**config.mk**
```make
export PLATFORM = sky130hd
export DESIGN_NAME = acir_queue
export DESIGN_NICKNAME = d
export VERILOG_FILES = /design/src/acir_pkg.sv /design/src/acir_queue.sv
export SDC_FILE = /design/constraint.sdc
export NUM_CORES = 1
export LEC_CHECK = 0
export CORE_MARGIN = 4
export CORE_UTILIZATION = 63
export DETAILED_ROUTE_END_ITERATION = 10
export DONT_BUFFER_PORTS = 1
export PLACE_DENSITY = 0.84
export RECOVER_POWER = 100
export SYNTH_ARGS = -nofsm -noshare
export SYNTH_HDL_FRONTEND = slang
export SYNTH_SLANG_ARGS = --single-unit
```
**constraint.sdc**
```tcl
create_clock -name i_clk -period 8.2 [get_ports i_clk]
set_input_delay 0.41 -clock i_clk [delete_from_list [all_inputs] [get_ports i_clk]]
set_output_delay 0.41 -clock i_clk [all_outputs]
set_load 0.05 [all_outputs]
```
**src/acir_pkg.sv**
```systemverilog
// Shared types and constants for the AABB contact impulse resolve unit.
`timescale 1ns / 1ps
package acir_pkg;

    localparam logic [2:0] NORMAL_NONE  = 3'd0;
    localparam logic [2:0] NORMAL_NEG_X = 3'd1;
    localparam logic [2:0] NORMAL_POS_X = 3'd2;
    localparam logic [2:0] NORMAL_NEG_Y = 3'd3;
    localparam logic [2:0] NORMAL_POS_Y = 3'd4;

    localparam logic CFG_PERCENT = 1'b0;
    localparam logic CFG_SLOP    = 1'b1;

    localparam int QUEUE_DEPTH = 4;
    localparam int QUEUE_AW    = 2;

    typedef struct packed {
        logic signed [31:0] offset_x;
        logic signed [31:0] offset_y;
        logic [30:0]        sum_half_width;
        logic [30:0]        sum_half_height;
        logic signed [31:0] rel_vel_x;
        logic signed [31:0] rel_vel_y;
        logic [30:0]        inv_mass_a;
        logic [30:0]        inv_mass_b;
        logic [16:0]        bounce_a;
        logic [16:0]        bounce_b;
    } t_item;

    typedef struct packed {
        logic               hit;
        logic [2:0]         normal_code;
        logic [30:0]        penetration;
        logic signed [31:0] vel_change_a;
        logic signed [31:0] vel_change_b;
        logic signed [31:0] pos_change_a;
        logic signed [31:0] pos_change_b;
    } t_result;

    // Result fields that need no arithmetic plus the zeroing flags.
    typedef struct packed {
        logic        hit;
        logic [2:0]  normal_code;
        logic [30:0] penetration;
        logic        vel_zero;
        logic        pos_zero;
    } t_side;

    // A classified pair, handed from the front end to the back end.
    typedef struct packed {
        t_side       side;
        logic [31:0] neg_vn;
        logic [31:0] mass_sum;
        logic [16:0] bounce;
        logic [30:0] excess;
        logic [30:0] inv_mass_a;
        logic [30:0] inv_mass_b;
    } t_job;

endpackage

```
**src/acir_queue.sv**
```systemverilog
// Short queue of classified jobs between the front and back ends.
`timescale 1ns / 1ps
module acir_queue (
    input  logic              i_clk,
    input  logic              i_rst_n,
    input  logic              i_push,
    input  acir_pkg::t_job    i_data,
    output logic              o_full,
    input  logic              i_pop,
    output logic              o_empty,
    output acir_pkg::t_job    o_data
);

    acir_pkg::t_job                r_mem [acir_pkg::QUEUE_DEPTH];
    logic [acir_pkg::QUEUE_AW-1:0] r_wr_ptr, r_rd_ptr;
    logic [acir_pkg::QUEUE_AW:0]   r_count;
    logic                          wr, rd;

    assign o_full  = r_count == (acir_pkg::QUEUE_AW+1)'(acir_pkg::QUEUE_DEPTH);
    assign o_empty = r_count == '0;
    assign wr      = i_push && !o_full;
    assign rd      = i_pop && !o_empty;
    assign o_data  = r_mem[r_rd_ptr];

    always_ff @(posedge i_clk) begin
        if (!i_rst_n) begin
            r_wr_ptr <= '0;
            r_rd_ptr <= '0;
            r_count  <= '0;
        end else begin
            if (wr) begin
                r_wr_ptr <= r_wr_ptr + 1'b1;
            end
            if (rd) begin
                r_rd_ptr <= r_rd_ptr + 1'b1;
            end
            if (wr && !rd) begin
                r_count <= r_count + 1'b1;
            end else if (rd && !wr) begin
                r_count <= r_count - 1'b1;
            end
        end
    end

    always_ff @(posedge i_clk) begin
        if (wr) begin
            r_mem[r_wr_ptr] <= i_data;
        end
    end

endmodule

```
Word level (Yosys, flattened, before mapping)
Memories as Yosys holds them, arrays and structs flattened. A register that Yosys moved wholly into a read port is not among the register bits.
Index checks and enable logic that the tools add are counted.

cells by class
  add/subtract/negate cells = 4
  eq/ne operators = 1
  muxes and demuxes = 6
  reductions and logical operators = 10

operators with widths
  kind                                                                count
  3-bit 2-to-1 mux                                                    2
  2-bit by 1-bit adder with 2-bit output, second input constant       2
  1-bit logical AND                                                   4
  1-bit zero test                                                     4
  2-bit 2-to-1 mux                                                    2
  3-bit by 1-bit adder with 3-bit output, second input constant       1
  3-bit == test, second input constant                                1
  3-bit zero test                                                     1
  3-bit by 1-bit subtractor with 3-bit output, second input constant  1
  1-bit 2-to-1 mux                                                    2
  2-bit nonzero test                                                  1

storage, ports and cells
  bits in registers = 7
  RAM bits = 844
  input port bits = 215
  output and inout bits = 213
  memories = 1

memory list
  memory  depth  width  rd ports  clocked after Yosys merged registers in  wr ports  RTL line          text
  r_mem   4      211    1         1                                        1         acir_queue.sv:14  acir_pkg::t_job r_mem [acir_pkg::QUEUE_DEPTH];

Logic depth before layout (Yosys ltp)
  word-level depth = 7
  mapped depth = 9

Worst setup path before layout
OpenSTA, ideal clock, no wires.

  path type = reg-to-reg
  start point = reg r_count[0] (netlist name)
  end point = mem r_mem[0][0] (netlist name), enable pin
  library setup time = 598 ps
  arrival = 5,925 ps
  slack = 1,677 ps
  stages on the path, launching flop included = 5
  cells stage by stage = dfxtp_1 -> nor3b_1 -> nor2b_1 -> clkbuf_1 -> and2_1

between the ends
  longest elaborated chain between the ends = 5

RTL lines
  item                                    RTL line          text
  from (decl)                             acir_queue.sv:16  logic [acir_pkg::QUEUE_AW:0] r_count;
  from (signal assigned)                  acir_queue.sv:38  r_count <= r_count + 1'b1;
  from (signal assigned)                  acir_queue.sv:40  r_count <= r_count - 1'b1;
  3-bit == test                           acir_queue.sv:19  assign o_full = r_count == (acir_pkg::QUEUE_AW+1)'(acir_pkg::QUEUE_DEPTH);
  via o_full                              acir_queue.sv:8   output logic o_full,
  1-bit zero test                         acir_queue.sv:21  assign wr = i_push && !o_full;
  1-bit logical AND                       acir_queue.sv:21
  via wr                                  acir_queue.sv:17  logic wr, rd;
  1-bit 2-to-1 mux                        acir_queue.sv:46  if (wr) begin
  1-bit 2-to-1 mux (not written as such)  acir_queue.sv:47  r_mem[r_wr_ptr] <= i_data;
  to (decl)                               acir_queue.sv:14

The timed path passes the listed nets, and every way through them passes these cells.

Worst setup path after layout
  start point = reg r_count[0] (netlist name)
  end point = mem r_mem[1][134] (netlist name), enable pin

between the ends
  longest elaborated chain between the ends = 5

RTL lines
  item                                    RTL line
  3-bit == test                           acir_queue.sv:19
  via o_full                              acir_queue.sv:8
  1-bit zero test                         acir_queue.sv:21
  1-bit logical AND                       acir_queue.sv:21
  1-bit 2-to-1 mux                        acir_queue.sv:46
  1-bit 2-to-1 mux (not written as such)  acir_queue.sv:47

The timed path passes the listed nets, and every way through them passes these cells.

==> metrics <==
outcome finished with violations; failing checks capacitance limit, slew limit; multi-input logic area 5030 µm²; Simple-Gate Fraction of Synth Area 0.00310; # rows 81; number of detailed-route iterations in the first pass 5; die area 53000 µm²; initial antenna violation count 8; Cells after Synth 1150; Compound-Gate Fraction of Synth Area 0.000925; Routed Antenna Nets 0; worst skew pair latency 0.61 ns; RSZ-0062 raised after global routing false; max frequency 168 MHz; Critical Path RT 8.41 ns; Clock transition at path regs 0.07 ns; commonest non-fill, non-tap cells in the layout edfxtp_1 (844), dlygate4sd3_1 (212), mux4_2 (211); placed cell count 1782; synthesized flop and latch total 853; post-synth top area cell edfxtp_1; Yosys top cell area share 0.814; final wirelength 72.9 mm; internal power 0.00829 W; final setup vio count 0; commonest non-fill, non-tap cell in the layout edfxtp_1; largest family of logic cells by synthesized area multiplexers; clock skew 0.0244 ns; syn_area_per_cell 27.1 µm²; DR WL/cell 34.0 µm; Root Buffer clkbuf_16; slowest stage delay, CP 2.78 ns; Post-Synth Adder-Cell Area 0.00265; leakage power 11.2 nW; XOR/XNOR share of the synthesized area 0.00113; postcts setup bufs 0; vias in the first global route 14800; EDFF count, synth 844; # hold bufs at CTS 212; Max-slew headroom -1.65; global-route wire length before repair 108 mm; Die Span Y 230 µm; Crit. End Element flip-flop; CP Cell Sequence nor3b_1, nor2b_1, and2_1, buf_4; critical setup path kind reg2reg; final net count 1633; PwrDens 359 nW/µm²; syn nets 1371; max-slew violations 429; clock power share 0.280; WP data arrival 6.18 ns; PortBufs 0; initial core utilization 0.637; post-synth cell types 25; largest net degree at the start of global routing 117; Placeable Area 48800 µm²; TNS Setup 0 ns; slowest CP cell and2_1; Sw Share 0.362; worst slew pin tran 3.98 ns; Logic pwr share 0.293; max_cap viols 9; VDD IR max 0.383 mV; routed vias/inst 6.55; CTS tree built; asr flop ratio synth 0; dpl hpwl 36.8 mm; HP Class in2reg; Setup crit start kind flip-flop; grt ovf 0; Yosys warnings 0; Final Hold Vio Count 0; worst-case clock buffer depth 3; # H-tree levels 3; register area share after synthesis 0.820; Cell Count, Final, Fillers Out 2147; net switching power 0.00471 W; DRC 0; minimum clock period 5.97 ns; Register Area 25500 µm²; fill count 2456; gpl congestion 0.787; DRT iter0 DRCs 1709; multiplexer area fraction after synthesis 0.154; share of layout cells above drive strength 1 0.229; Area Growth Syn to Fin 16.3%; vias 14100; Die W 230 µm; overall routing resource usage 0.281; Num CTS Buffers 80; crit path max fanout 72; IO Count 428; Sequential Power Share 0.427; post-CTS resize count 0; Syn Std Cell Area 31100 µm²; Primary FF master, synth edfxtp_1; crit share post-route 0.728; TritonCTS sink count 853; Area contributors post-synth edfxtp_1 (81%), mux4_2 (15%), buf_12 (1.4%)
synth_stat cells, drive strengths merged (2+ instances only):
master,n
clkbuf,4
nor2b,2
ha,5
inv,3
edfxtp,844
buf,45
nand2,4
and2,8
mux2i,3
dfxtp,9
mux4,211
xnor2,3
metal layers:
layer | track usage | share of wire | vias to the layer above
met5 | 0 | 0.00058 | -
li1 | - | - | 5535
met3 | 0.0897 | 0.10 | 135
met1 | 0.366 | 0.34 | 7411
met4 | 0.0749 | 0.028 | 6
met2 | 0.469 | 0.52 | 982
logic make-up (layout without fill, tap and decap cells):
| kind of cell | after synthesis | count (layout) |
|---|---|---|
| compound gates | 4 | 4 |
| xor+xnor | 4 | 4 |
| fa+ha+maj | 6 | 6 |
| buf+inv | 52 | 380 |
| flops | 853 | 853 |
| mux | 214 | 214 |
| other cells | 0 | 5 |
| simple gates | 17 | 17 |
stage by stage:
step                 util  hold WS [ns]  power (W)  setup WS [ns]  instance area [µm²]
CTS                 0.741       0.00709     0.0130           3.95                36200
global placement    0.646         0.476    0.00916           4.40                31600
floorplan               -         0.468    0.00898           1.68                31100
detailed placement  0.646         0.509    0.00923           4.30                31600
finish              0.741         0.142     0.0130           2.23                36200
global route        0.741        0.0714     0.0134           1.88                36200
final cells by class:
type / instances / area share
sequential: 853 / 0.705
multi-input combinational: 245 / 0.139
timing repair buffer: 229 / 0.0624
clock buffer: 96 / 0.0587
tap: 664 / 0.0230
clock inverter: 52 / 0.0111
antenna: 5 / 0.000346
inverter: 3 / 0.000311
power by group through the flow:
stage | Sequential [W] | Combinational, W | Clock (W)
finish | 0.00555 | 0.00381 | 0.00364
global route | 0.00558 | 0.00392 | 0.00390
CTS | 0.00552 | 0.00382 | 0.00365
detailed placement | 0.00559 | 0.00364 | 0
global placement | 0.00554 | 0.00362 | 0
floorplan | 0.00554 | 0.00343 | 0
worst max-delay path, delay by kind of cell (launching register included):
family	cells	cell delay (ns)
AND/OR/NAND/NOR	3	3.83
flip-flops	1	0.48
buffers and inverters	1	1.09
flip-flops by register name (all words and copies together) (netlist names), named ones only:
register / cells
r_count: 3
r_rd_ptr: 2
r_wr_ptr: 2
r_mem: 844
worst paths after layout:
path                             from                  endpoint  cells after the start  slack (ns)
max           r_count[0]$_SDFFE_PN0P_   r_mem[1][134]$_DFFE_PP_                      4        2.23
min                           i_rst_n  r_wr_ptr[0]$_SDFFE_PN0P_                      2        0.14
max reg2reg   r_count[0]$_SDFFE_PN0P_   r_mem[1][134]$_DFFE_PP_                      4        2.23
min reg2reg  r_wr_ptr[1]$_SDFFE_PN0P_  r_wr_ptr[1]$_SDFFE_PN0P_                      2        0.58
No activity file was read; power rests on OpenSTA's default activity.
