--- config.mk ---
export PLATFORM = sky130hd
export DESIGN_NAME = acir_front
export DESIGN_NICKNAME = d
export VERILOG_FILES = /design/src/acir_pkg.sv /design/src/acir_front.sv
export SDC_FILE = /design/constraint.sdc
export NUM_CORES = 1
export LEC_CHECK = 0
export ABC_CLOCK_PERIOD_IN_PS = 18090
export CAP_MARGIN = 40
export CORE_AREA = 2 2 210 212
export DETAILED_ROUTE_END_ITERATION = 7
export DIE_AREA = 0 0 212 214
export DONT_BUFFER_PORTS = 1
export PLACE_DENSITY = 0.59
export SYNTH_ARGS = -nofsm -noshare
export SYNTH_HDL_FRONTEND = slang
export SYNTH_SLANG_ARGS = --single-unit
--- constraint.sdc ---
create_clock -name i_clk -period 18.09 [get_ports i_clk]
set_input_delay 0.9045 -clock i_clk [delete_from_list [all_inputs] [get_ports i_clk]]
set_output_delay 0.9045 -clock i_clk [all_outputs]
set_load 0.005 [all_outputs]
--- src/acir_pkg.sv ---
// Shared types and constants for the AABB contact impulse resolve unit.
`timescale 1ns / 1ps
package acir_pkg;

    localparam logic [2:0] NORMAL_NONE  = 3'd0;
    localparam logic [2:0] NORMAL_NEG_X = 3'd1;
    localparam logic [2:0] NORMAL_POS_X = 3'd2;
    localparam logic [2:0] NORMAL_NEG_Y = 3'd3;
    localparam logic [2:0] NORMAL_POS_Y = 3'd4;

    localparam logic CFG_PERCENT = 1'b0;
    localparam logic CFG_SLOP    = 1'b1;

    localparam int QUEUE_DEPTH = 4;
    localparam int QUEUE_AW    = 2;

    typedef struct packed {
        logic signed [31:0] offset_x;
        logic signed [31:0] offset_y;
        logic [30:0]        sum_half_width;
        logic [30:0]        sum_half_height;
        logic signed [31:0] rel_vel_x;
        logic signed [31:0] rel_vel_y;
        logic [30:0]        inv_mass_a;
        logic [30:0]        inv_mass_b;
        logic [16:0]        bounce_a;
        logic [16:0]        bounce_b;
    } t_item;

    typedef struct packed {
        logic               hit;
        logic [2:0]         normal_code;
        logic [30:0]        penetration;
        logic signed [31:0] vel_change_a;
        logic signed [31:0] vel_change_b;
        logic signed [31:0] pos_change_a;
        logic signed [31:0] pos_change_b;
    } t_result;

    // Result fields that need no arithmetic plus the zeroing flags.
    typedef struct packed {
        logic        hit;
        logic [2:0]  normal_code;
        logic [30:0] penetration;
        logic        vel_zero;
        logic        pos_zero;
    } t_side;

    // A classified pair, handed from the front end to the back end.
    typedef struct packed {
        t_side       side;
        logic [31:0] neg_vn;
        logic [31:0] mass_sum;
        logic [16:0] bounce;
        logic [30:0] excess;
        logic [30:0] inv_mass_a;
        logic [30:0] inv_mass_b;
    } t_job;

endpackage

--- src/acir_front.sv ---
// Front end: accepts a pair, finds the contact and classifies it into a job.
`timescale 1ns / 1ps
module acir_front (
    input  logic              i_clk,
    input  logic              i_rst_n,
    input  logic              i_push,
    output logic              o_full,
    input  acir_pkg::t_item   i_item,
    input  logic [30:0]       i_slop,
    output logic              o_job_vld,
    output acir_pkg::t_job    o_job,
    input  logic              i_queue_full
);

    logic                r_vld;
    acir_pkg::t_job      r_job;
    acir_pkg::t_job      n_job;
    logic                load;

    logic signed [33:0]  ox_s, oy_s, ax, ay, xov, yov;
    logic signed [32:0]  vn_s;
    logic                hit, use_x, sep;
    logic [30:0]         pen;
    logic signed [31:0]  ex_s;
    logic [31:0]         msum;

    assign load   = !r_vld || !i_queue_full;
    assign o_full = !load;

    always_comb begin
        ox_s = 34'(i_item.offset_x);
        oy_s = 34'(i_item.offset_y);
        ax   = (ox_s < 0) ? -ox_s : ox_s;
        ay   = (oy_s < 0) ? -oy_s : oy_s;
        xov  = $signed({3'b000, i_item.sum_half_width}) - ax;
        yov  = $signed({3'b000, i_item.sum_half_height}) - ay;
        hit  = (xov > 0) && (yov > 0);
        // Equal overlaps pick the y axis.
        use_x = xov < yov;
        pen   = use_x ? xov[30:0] : yov[30:0];
        if (use_x) begin
            vn_s = (ox_s < 0) ? -33'(i_item.rel_vel_x) : 33'(i_item.rel_vel_x);
        end else begin
            vn_s = (oy_s < 0) ? -33'(i_item.rel_vel_y) : 33'(i_item.rel_vel_y);
        end
        sep  = vn_s > 0;
        msum = 32'(i_item.inv_mass_a) + 32'(i_item.inv_mass_b);
        ex_s = $signed({1'b0, pen}) - $signed({1'b0, i_slop});

        n_job = '0;
        n_job.side.hit      = hit;
        n_job.side.vel_zero = 1'b1;
        n_job.side.pos_zero = 1'b1;
        if (hit) begin
            if (use_x) begin
                n_job.side.normal_code = (ox_s < 0) ? acir_pkg::NORMAL_NEG_X
                                                    : acir_pkg::NORMAL_POS_X;
            end else begin
                n_job.side.normal_code = (oy_s < 0) ? acir_pkg::NORMAL_NEG_Y
                                                    : acir_pkg::NORMAL_POS_Y;
            end
            n_job.side.penetration = pen;
            n_job.side.pos_zero    = (msum == 32'd0);
            n_job.side.vel_zero    = (msum == 32'd0) || sep;
        end
        n_job.neg_vn     = sep ? 32'd0 : 32'(-vn_s);
        n_job.mass_sum   = msum;
        n_job.bounce     = (i_item.bounce_a < i_item.bounce_b) ? i_item.bounce_a
                                                               : i_item.bounce_b;
        n_job.excess     = (ex_s < 0) ? 31'd0 : ex_s[30:0];
        n_job.inv_mass_a = i_item.inv_mass_a;
        n_job.inv_mass_b = i_item.inv_mass_b;
    end

    always_ff @(posedge i_clk) begin
        if (!i_rst_n) begin
            r_vld <= 1'b0;
        end else if (load) begin
            r_vld <= i_push;
        end
    end

    always_ff @(posedge i_clk) begin
        if (load) begin
            r_job <= n_job;
        end
    end

    assign o_job_vld = r_vld;
    assign o_job     = r_job;

endmodule

# ---- After elaboration in Yosys (flattened, before gate mapping)
# Index checks and enable logic that the tools add are counted.
dict set report word_totals {
  reg_bits 212
  latch_bits 0
  mem_bits_rw 0
  mem_bits_ro 0
  input_bits 321
  output_inout_bits 213
  word_cells 46
  mem_count 0
}
dict set report classes {
  addsub 9
  multipliers 0
  div_mod_pow 0
  order_cmp 8
  n_eq_ne 0
  n_shift 0
  muxes 10
  bitwise_logic 0
  reduce_logical 7
}
# cell count
set op_table {}
lappend op_table {{33-bit two-way mux} 3}
lappend op_table {{32-bit by 1-bit less-than comparator with 1-bit output, second input constant} 3}
lappend op_table {{34-bit by 1-bit > comparator with 1-bit output, second input constant} 2}
lappend op_table {{34-bit two-way mux} 2}
lappend op_table {{32-bit negator with 34-bit output} 2}
lappend op_table {{32-bit by 34-bit subtractor with 34-bit output} 2}
lappend op_table {{32-bit negator with 33-bit output} 2}
lappend op_table {{34-bit less-than comparator} 1}
lappend op_table {{33-bit by 1-bit > comparator with 1-bit output, second input constant} 1}
lappend op_table {{31-bit by 31-bit adder with 32-bit output} 1}
lappend op_table {{32-bit logical NOT} 1}
lappend op_table {{32-bit negator} 1}
lappend op_table {{31-bit by 31-bit subtractor with 32-bit output} 1}
lappend op_table {{31-bit two-way mux} 1}
lappend op_table {{17-bit less-than comparator} 1}
lappend op_table {{17-bit two-way mux} 1}
lappend op_table {{3-bit two-way mux} 2}
lappend op_table {{1-bit logical NOT} 3}
lappend op_table {{1-bit logical OR} 2}
lappend op_table {{2-bit two-way mux} 1}
lappend op_table {{1-bit logical AND} 1}

# ---- Depth between registers and ports, before layout
# Gate-level depths: netlist (run 1).
dict set report logic_depth {
  ltp_word 7
  ltp_mapped 50
  ltp_nobuf 46
}

# ---- Worst setup path before layout (run 1)
# No wires, ideal clock.
dict set report synth_path {
  path_type {input to register}
  start {in i_item[253] (netlist bit)}
  end {reg r_job, in the netlist o_job[90] (data pin)}
  setup_ns 0.266
  arrival_time_ns 10.087
  required_ns 17.824
  slack_ns 7.737
  path_stages 49
  path_buffers 9
  cell_sequence {clkbuf_1 > buf_1 > clkbuf_1 > buf_1 > clkbuf_1 > clkbuf_1 > mux2i_1 > ha_1 > nor2b_1 > o31a_1 > o21ai_4 > o211a_1 > o31ai_2 > a31o_4 > a21o_1 > a21o_1 > a21o_1 > a21oi_1 > [... 13 more ...] > nand2_1 > ha_1 > inv_1 > fa_1 > a21o_1 > a21oi_1 > o21ai_0 > a31o_2 > a21oi_1 > o21a_1 > a21oi_1 > o21ai_0 > o21ai_0 > a41oi_1 > nand2b_1 > a21oi_1 > xor2_1 > nor2_1}
}
dict set report synth_between {
  elab_chain_cells 7
  elab_cells_between_ends 8
  classes_between {3 x add/sub; 3 x order compare; 2 x mux}
}
# element line_no
set synth_rtl {}
lappend synth_rtl {{start: declaration} acir_front.sv:8} ;# input acir_pkg::t_item i_item,
lappend synth_rtl {{32-bit negator with 34-bit output / 32-bit by 1-bit less-than comparator with 1-bit output (equally long branches)} acir_front.sv:34} ;# ay = (oy_s < 0) ? -oy_s : oy_s;
lappend synth_rtl {{34-bit two-way mux *} acir_front.sv:34}
lappend synth_rtl {{32-bit by 34-bit subtractor with 34-bit output *} acir_front.sv:36} ;# yov = $signed({3'b000, i_item.sum_half_height}) - ay;
lappend synth_rtl {{34-bit less-than comparator} acir_front.sv:39} ;# use_x = xov < yov;
lappend synth_rtl {{31-bit two-way mux *} acir_front.sv:40} ;# pen = use_x ? xov[30:0] : yov[30:0];
lappend synth_rtl {{31-bit by 31-bit subtractor with 32-bit output *} acir_front.sv:48} ;# ex_s = $signed({1'b0, pen}) - $signed({1'b0, i_slop});
lappend synth_rtl {{32-bit by 1-bit less-than comparator with 1-bit output} acir_front.sv:70} ;# n_job.excess = (ex_s < 0) ? 31'd0 : ex_s[30:0];
lappend synth_rtl {{end signal: assignment} acir_front.sv:85} ;# r_job <= n_job;
lappend synth_rtl {{end: declaration} acir_front.sv:16} ;# acir_pkg::t_job r_job;
# Every way passes the cells marked *; elsewhere a longest branch is shown, timed or not.
# A chain may end at the register's enable or synchronous reset.

# ---- Worst setup path after layout (run 1)
dict set report layout_path {
  start {in i_item[226] (netlist bit)}
  end {reg r_job, in the netlist o_job[92] (data pin)}
}
# The elaborated chain is that of the path after synthesis.

==> summary.md, run 1 <==
| Metric | Value |
|---|---|
| #FFs+latches synth | `212` |
| Cells after synthesis | `2231` |
| Hold WS | `0.465 ns` |
| Gr usage total | `27.5%` |
| RSZ-0062 raised after global routing | `no` |
| Initial DRC Count | `1257` |
| Largest net degree at the start of global routing | `76` |
| Slew @ Worst Pin | `0.876 ns` |
| Slew Limit Fails | `0` |
| Placer Congestion | `0.922` |
| Post-synthesis async set-or-reset flop share | `0%` |
| Post-synth EDFFs | `211` |
| DR pass1 iterations | `6` |
| Place WS | `6.84 ns` |
| Setup ws final | `7.33 ns` |
| Leak | `8.52 nW` |
| Initial core utilization | `46.9%` |
| Hold-fix buffer count after cts | `0` |
| Final nets | `2690` |
| Core Area | `42900 um^2` |
| GRT Residual Overflow | `0` |
| First-pass GRT wire length | `97.4 mm` |
| Cell variety after synth | `117` |
| Post-Syn Nets | `2727` |
| Inserted Clock Buffers | `22` |
| Via count | `17000` |
| Area of the die | `45400 um^2` |
| Data required, critical path | `18.36 ns` |
| Rows | `76` |
| Via density | `6.06` |
| Post-CTS Setup Bufs | `0` |
| DR WL/cell | `23.0 um` |
| DP Wirelength | `53.0 mm` |
| Element type at the critical path end | `flip-flop` |
| Hold Path Class | `input pin to flip-flop` |
| Final WL | `64.3 mm` |
| Final Cycle Share | `59.5%` |
| Die Wd | `212 um` |
| Vias in the first global route | `16400` |
| Slew headroom | `41.1%` |
| Area Growth Syn to Fin | `5.75%` |
| CTS Sinks | `212` |
| Initial antenna violation count | `5` |
| Sequential area share after synthesis | `31.6%` |
| Critical path fanouts, max | `33` |
| Final Hold Vio Count | `0` |
| Maxcap violations | `0` |
| Mapped cell area | `20100 um^2` |
| WS Path Type | `input pin to flip-flop` |
| Max VDD drop | `0.0000609 V` |
| Shortest period the worst path allows | `10.76 ns` |
| Post-synth top flop | `edfxtp_1` |
| H-tree lvl count | `1` |
| Critical Path Source Type | `input pin` |
| Final setup fails | `0` |
| CTS tree | `done` |
| Achievable Freq | `0.0930 GHz` |
| Clk Latency, worst-skew pair | `0.53 ns` |
| Power density of the placed cells | `122 nW/um^2` |
| I/O pin cnt | `534` |
| Final antenna-violating net count | `0` |
| Synthesis Warnings | `0` |
| Max Root-Sink Buffers | `3` |
| Clk pin slew, worst setup/hold paths | `0.07 ns` |
| Port Buf Inserts | `0` |
| Layout cells sized above 1 | `6.34%` |
| Clk root buf | `clkbuf_16` |
| Status | `completed` |
| Die H | `214 um` |
| Max incr delay on CP | `0.78 ns` |
| Avg Synthesized Cell Area | `9.02 um^2` |
| Post-route setup TNS | `0 ns` |
| CP most frequent cell | `a21oi_1` |
| Post-CTS sizing | `0` |
| CP arrival | `11.03 ns` |
| # DRC | `0` |
| Layout Skew | `0.0212 ns` |
| Worst path slowest cell | `mux2_2` |
-- synth_stat cells, drive strengths merged (5+ instances only) --
master	number	share of area [%]
edfxtp	211	31
nand2	201	3.8
ha	171	11
nor2	167	3.2
a21oi	159	4.0
o21ai	147	3.7
xor2	143	6.2
inv	118	2.2
xnor2	102	4.4
a21o	65	2.4
nand3	63	1.6
and2	50	1.6
nor3	50	1.4
clkbuf	47	1.1
o31ai	43	1.7
or3	37	1.2
a211oi	35	1.7
nand2b	30	0.97
o211ai	30	1.2
o21a	27	1.0
buf	25	0.95
mux2i	25	1.3
nor2b	23	0.71
o2111ai	21	0.91
a32o	18	0.89
nand4	18	0.56
nor4	17	0.62
o41ai	16	0.73
a31oi	15	0.47
and3	14	0.49
or4	12	0.47
nor3b	10	0.47
a211o	9	0.40
o21bai	9	0.34
or2	8	0.25
a21boi	7	0.26
mux2	7	0.41
and4	6	0.26
nand3b	6	0.22
a221oi	5	0.31
-- area by class of cell --
type / instances / area (um^2)
diodes: 7 / 17.5
clock inverters: 16 / 160
flip-flops and latches: 212 / 6360
clock buffers: 22 / 551
multi-input cells: 1828 / 12900
well taps: 585 / 732
fillers: 4000 / 21600
inverters: 118 / 443
repair buffers: 12 / 101
-- per-layer routing --
layer,GRT usage (%),vias up,wire [um]
li1,-,8205,-
met1,35.0,8032,26700
met2,45.5,637,30300
met3,6.67,86,5700
met4,8.87,0,1580
met5,0,-,0
-- sequential cells by signal (all words and copies together), names as in the netlist --
signal	cells
o_job_vld	1
o_job	211
-- path summary, 6_finish.rpt --
kind	from	to	slack (ns)	cells past startpoint
max	i_item[226]	o_job[92]	7.33	42
min	i_item[91]	o_job[57]	0.46	0
max reg2reg	o_job_vld	o_job[103]	15.43	3
min reg2reg	o_job_vld	o_job[36]	1.16	1
-- cells in the final DEF, fill, tap and decap left out, types with 21 or more instances in the layout --
cell	count
a21o_1	64
a21oi_1	156
and2_1	46
clkbuf_16	22
edfxtp_1	211
ha_1	171
inv_1	117
mux2i_1	23
nand2_1	198
nand2b_1	29
nand3_1	63
nor2_1	166
nor2b_1	23
nor3_1	45
o2111ai_1	21
o211ai_1	28
o21a_1	27
o21ai_0	127
o31ai_1	41
or3_1	36
xnor2_1	102
xor2_1	143
-- critical path: cells and delay by family --
kind,cells,cell delay [ns]
AO/OA/AOI/OAI,26,5.60
XOR/XNOR,2,0.34
adder cells (fa/ha/maj),4,1.13
buffers and inverters,1,0.05
multiplexers,1,0.78
AND/OR/NAND/NOR,8,2.20
-- through the flow --
stage	instance area [um^2]	power, mW	utilization (%)	instances
after floorplan	20100	1.78	-	2231
after global routing	21300	2.77	49.6	2799
after detailed placement	20600	2.13	47.9	2755
after global placement	20500	2.10	47.9	2752
final	21300	2.59	49.6	2800
after CTS	21300	2.59	49.6	2793
-- report_power, final --
group	total [mW]	leakage (nW)	internal, mW	switching [mW]
Sequential	0.806	2.28	0.706	0.101
Clock	0.453	0.349	0.254	0.199
Combinational	1.33	5.89	0.505	0.827
Total	2.59	8.52	1.46	1.13
-- cells by family (layout without fill, tap and decap cells) --
family / after synthesis / after routing / synth area share, %
AOI/OAI and AO/OA: 647 / 647 / 22.1
xor gates and xnor gates: 246 / 246 / 10.8
DFF: 212 / 212 / 31.6
and+or+nand+nor: 725 / 725 / 18.3
other: 0 / 7 / 0
muxes: 32 / 32 / 1.72
adders and majority gates: 178 / 178 / 11.2
buffers and inverters: 191 / 168 / 4.31
Power figures use the tool's default switching activity.
==> run 2: changes to the inputs <==
--- a/config.mk
+++ b/config.mk
@@ -5,13 +5,13 @@
 export SDC_FILE = /design/constraint.sdc
 export NUM_CORES = 1
 export LEC_CHECK = 0
-export ABC_CLOCK_PERIOD_IN_PS = 18090
+export ABC_CLOCK_PERIOD_IN_PS = 9580
 export CAP_MARGIN = 40
 export CORE_AREA = 2 2 210 212
 export DETAILED_ROUTE_END_ITERATION = 7
 export DIE_AREA = 0 0 212 214
 export DONT_BUFFER_PORTS = 1
-export PLACE_DENSITY = 0.59
+export PLACE_DENSITY = 0.61
 export SYNTH_ARGS = -nofsm -noshare
 export SYNTH_HDL_FRONTEND = slang
 export SYNTH_SLANG_ARGS = --single-unit
==> constraint.sdc (replaced) <==
create_clock -name i_clk -period 9.58 [get_ports i_clk]
set_input_delay 0.479 -clock i_clk [delete_from_list [all_inputs] [get_ports i_clk]]
set_output_delay 0.479 -clock i_clk [all_outputs]
set_load 0.005 [all_outputs]
==> run 2 against run 1 <==
Final area increased by 1.4%. Clock power increased by 88%. Global-route usage about the same. Via count increased by 1.1%. Clock skew decreased by 0.013 ns. Flip-flop and latch count unchanged. Combinational power increased by 98%. First-iteration DRC count decreased by 4.8%. Critical path type unchanged. Largest power group unchanged. Highest routed layer unchanged.
==> summary.md, run 2 (same netlist as run 1, synthesis figures left out) <==
| Metric | Value |
|---|---|
| Multi-input gate area in the final layout | `13000 um^2 (+0.44%)` |
| Hold Path Class | `input pin to flip-flop` |
| Max VDD drop | `0.000122 V (+100%)` |
| I/O pin cnt | `534 (unchanged)` |
| DR WL/cell | `22.8 um (-0.78%)` |
| H-tree lvl count | `1 (unchanged)` |
| Slew Limit Fails | `0 (unchanged)` |
| CP Buf/Inv Count | `6 (+5)` |
| DR pass1 iterations | `5 (-1)` |
| GRT Residual Overflow | `0 (unchanged)` |
| Leak | `8.68 nW (+1.9%)` |
| Max FFs per register | `211 (unchanged)` |
| Maxcap violations | `0 (unchanged)` |
| # DRC | `0 (unchanged)` |
| Vias in the first global route | `16000 (-2.0%)` |
| Layout cells sized above 1 | `7.77% (+1.4 points)` |
| Final setup fails | `0 (unchanged)` |
| Layout Skew | `0.00873 ns (-0.0125 ns)` |
| Placed insts | `2779 (+0.87%)` |
| Core Area | `42900 um^2 (unchanged)` |
| Die Wd | `212 um (unchanged)` |
| Power density of the placed cells | `233 nW/um^2 (+91%)` |
| Final antenna-violating net count | `0 (unchanged)` |
| Data required, critical path | `9.92 ns (-8.44 ns)` |
| Clk root buf | `clkbuf_16` |
| Initial antenna violation count | `2 (-3)` |
| Via count | `17100 (+1.1%)` |
| Commonest non-fill, non-tap cells in the layout | `edfxtp_1 (211), nand2_1 (198), ha_1 (171)` |
| Critical Path Source Type | `input pin` |
| CP arrival | `9.31 ns (-1.72 ns)` |
| Top delay family on crit path | `compound AO/OA/AOI/OAI gates` |
| Max incr delay on CP | `0.41 ns (-0.37 ns)` |
| Area of the die | `45400 um^2 (unchanged)` |
| CP most frequent cell | `a21o_1` |
| Rows | `76 (unchanged)` |
| Final nets | `2718 (+1.0%)` |
| Initial core utilization | `46.9% (unchanged)` |
| Placed cell areas | `20800 um^2 (+1.0%)` |
| Post-route insts no fill | `2825 (+0.89%)` |
| Achievable Freq | `0.111 GHz` |
| Hold-fix buffer count after cts | `0 (unchanged)` |
| Inserted Clock Buffers | `22 (unchanged)` |
| Placer Congestion | `0.978 (+6.0%)` |
| First-pass GRT wire length | `96.8 mm (-0.62%)` |
| Shortest period the worst path allows | `8.97 ns` |
| Final WL | `64.3 mm (+0.11%)` |
| FF/Latch Area | `6360 um^2 (unchanged)` |
| Max Root-Sink Buffers | `3 (unchanged)` |
| Die H | `214 um (unchanged)` |
| Final Cycle Share | `93.7%` |
| Slew headroom | `30.1% (-11 points)` |
| DP Wirelength | `53.3 mm (+0.57%)` |
| Area Growth Syn to Fin | `7.18%` |
| Hold WS | `0.0519 ns (-0.413 ns)` |
| Gr usage total | `27.4% (-0.043 points)` |
| Port Buf Inserts | `0 (unchanged)` |
| Status | `completed` |
| Element type at the critical path end | `flip-flop` |
| Filler Cell Count | `3981 (-0.48%)` |
| Largest net degree at the start of global routing | `191 (+150%)` |
| Slew @ Worst Pin | `1.05 ns (+0.173 ns)` |
| Final instance area | `21600 um^2 (+1.4%)` |
| Commonest non-fill, non-tap cell in the layout | `edfxtp_1` |
| Critical path fanouts, max | `30 (-9.1%)` |
| Final Hold Vio Count | `0 (unchanged)` |
| Final core utilization | `50.3% (+0.67 points)` |
| Via density | `6.07 (+0.17%)` |
| Initial DRC Count | `1197 (-4.8%)` |
| CTS tree | `done` |
| Clk Latency, worst-skew pair | `0.51 ns (-0.02 ns)` |
| CTS Sinks | `212 (unchanged)` |
| Worst path slowest cell | `or3_1` |
| Clk pin slew, worst setup/hold paths | `0.07 ns (about the same)` |
| WS Path Type | `input pin to flip-flop` |
run 2: cell count changes in the layout (fill, tap and decap cells not counted), moves of 3 or more:
cell      before  now
a21oi_1      156  151
buf_4         10   34
buf_12         0    3
clkbuf_1       0    3
o21ai_1       17   21
diode_2        7    2
clkinv_1       1    5
o21ai_0      127  123
a21oi_2        2    7
run 2: layout make-up:
class                           count  share of cell area, %
Inverter                          118                   2.05
Clock buffer                       26                   2.72
Multi-Input combinational cell   1828                   60.2
Timing Repair Buffer               40                   1.64
Tap cell                          585                   3.39
Clock inverter                     14                  0.545
Antenna cell                        2                 0.0232
Sequential cell                   212                   29.5
run 2: per-stage QoR:
stage               setup TNS (ns)  power (mW)  worst slack (ns)
floorplan                        0        3.37            0.0179
global placement                 0        4.08            0.0545
detailed placement           -4.37        4.12            -0.286
CTS                              0        4.98             0.230
global route              -0.00149        5.37          -0.00149
finish                           0        5.02             0.608
run 2: worst paths after layout:
path / start / to / slack, ns / depth (start not counted)
setup / recovery: i_item[234] / o_job[65] / 0.61 / 46
hold / removal: i_item[71] / o_job[37] / 0.05 / 0
setup reg to reg: o_job_vld / o_job[156] / 7.52 / 2
hold reg to reg: o_job_vld / o_job[103] / 0.93 / 1
run 2: report_power, final:
group	internal [mW]	switching, mW
logic	1.05	1.59
registers	1.33	0.194
clock network	0.491	0.359
total	2.88	2.14
run 2: per-layer routing:
layer / wire length, um / GRT usage [%] / vias to the layer above
li1: - / - / 8275
met1: 26700 / 35.2 / 8089
met2: 29900 / 45.2 / 677
met3: 5490 / 6.42 / 100
met4: 2310 / 9.27 / 0
met5: 0 / 0 / -
run 2: what timing repair did:
action                     in CTS  in global routing
setup buffers                   0                  4
gates resized for setup         0                 18
setup endpoints to repair       0                 31
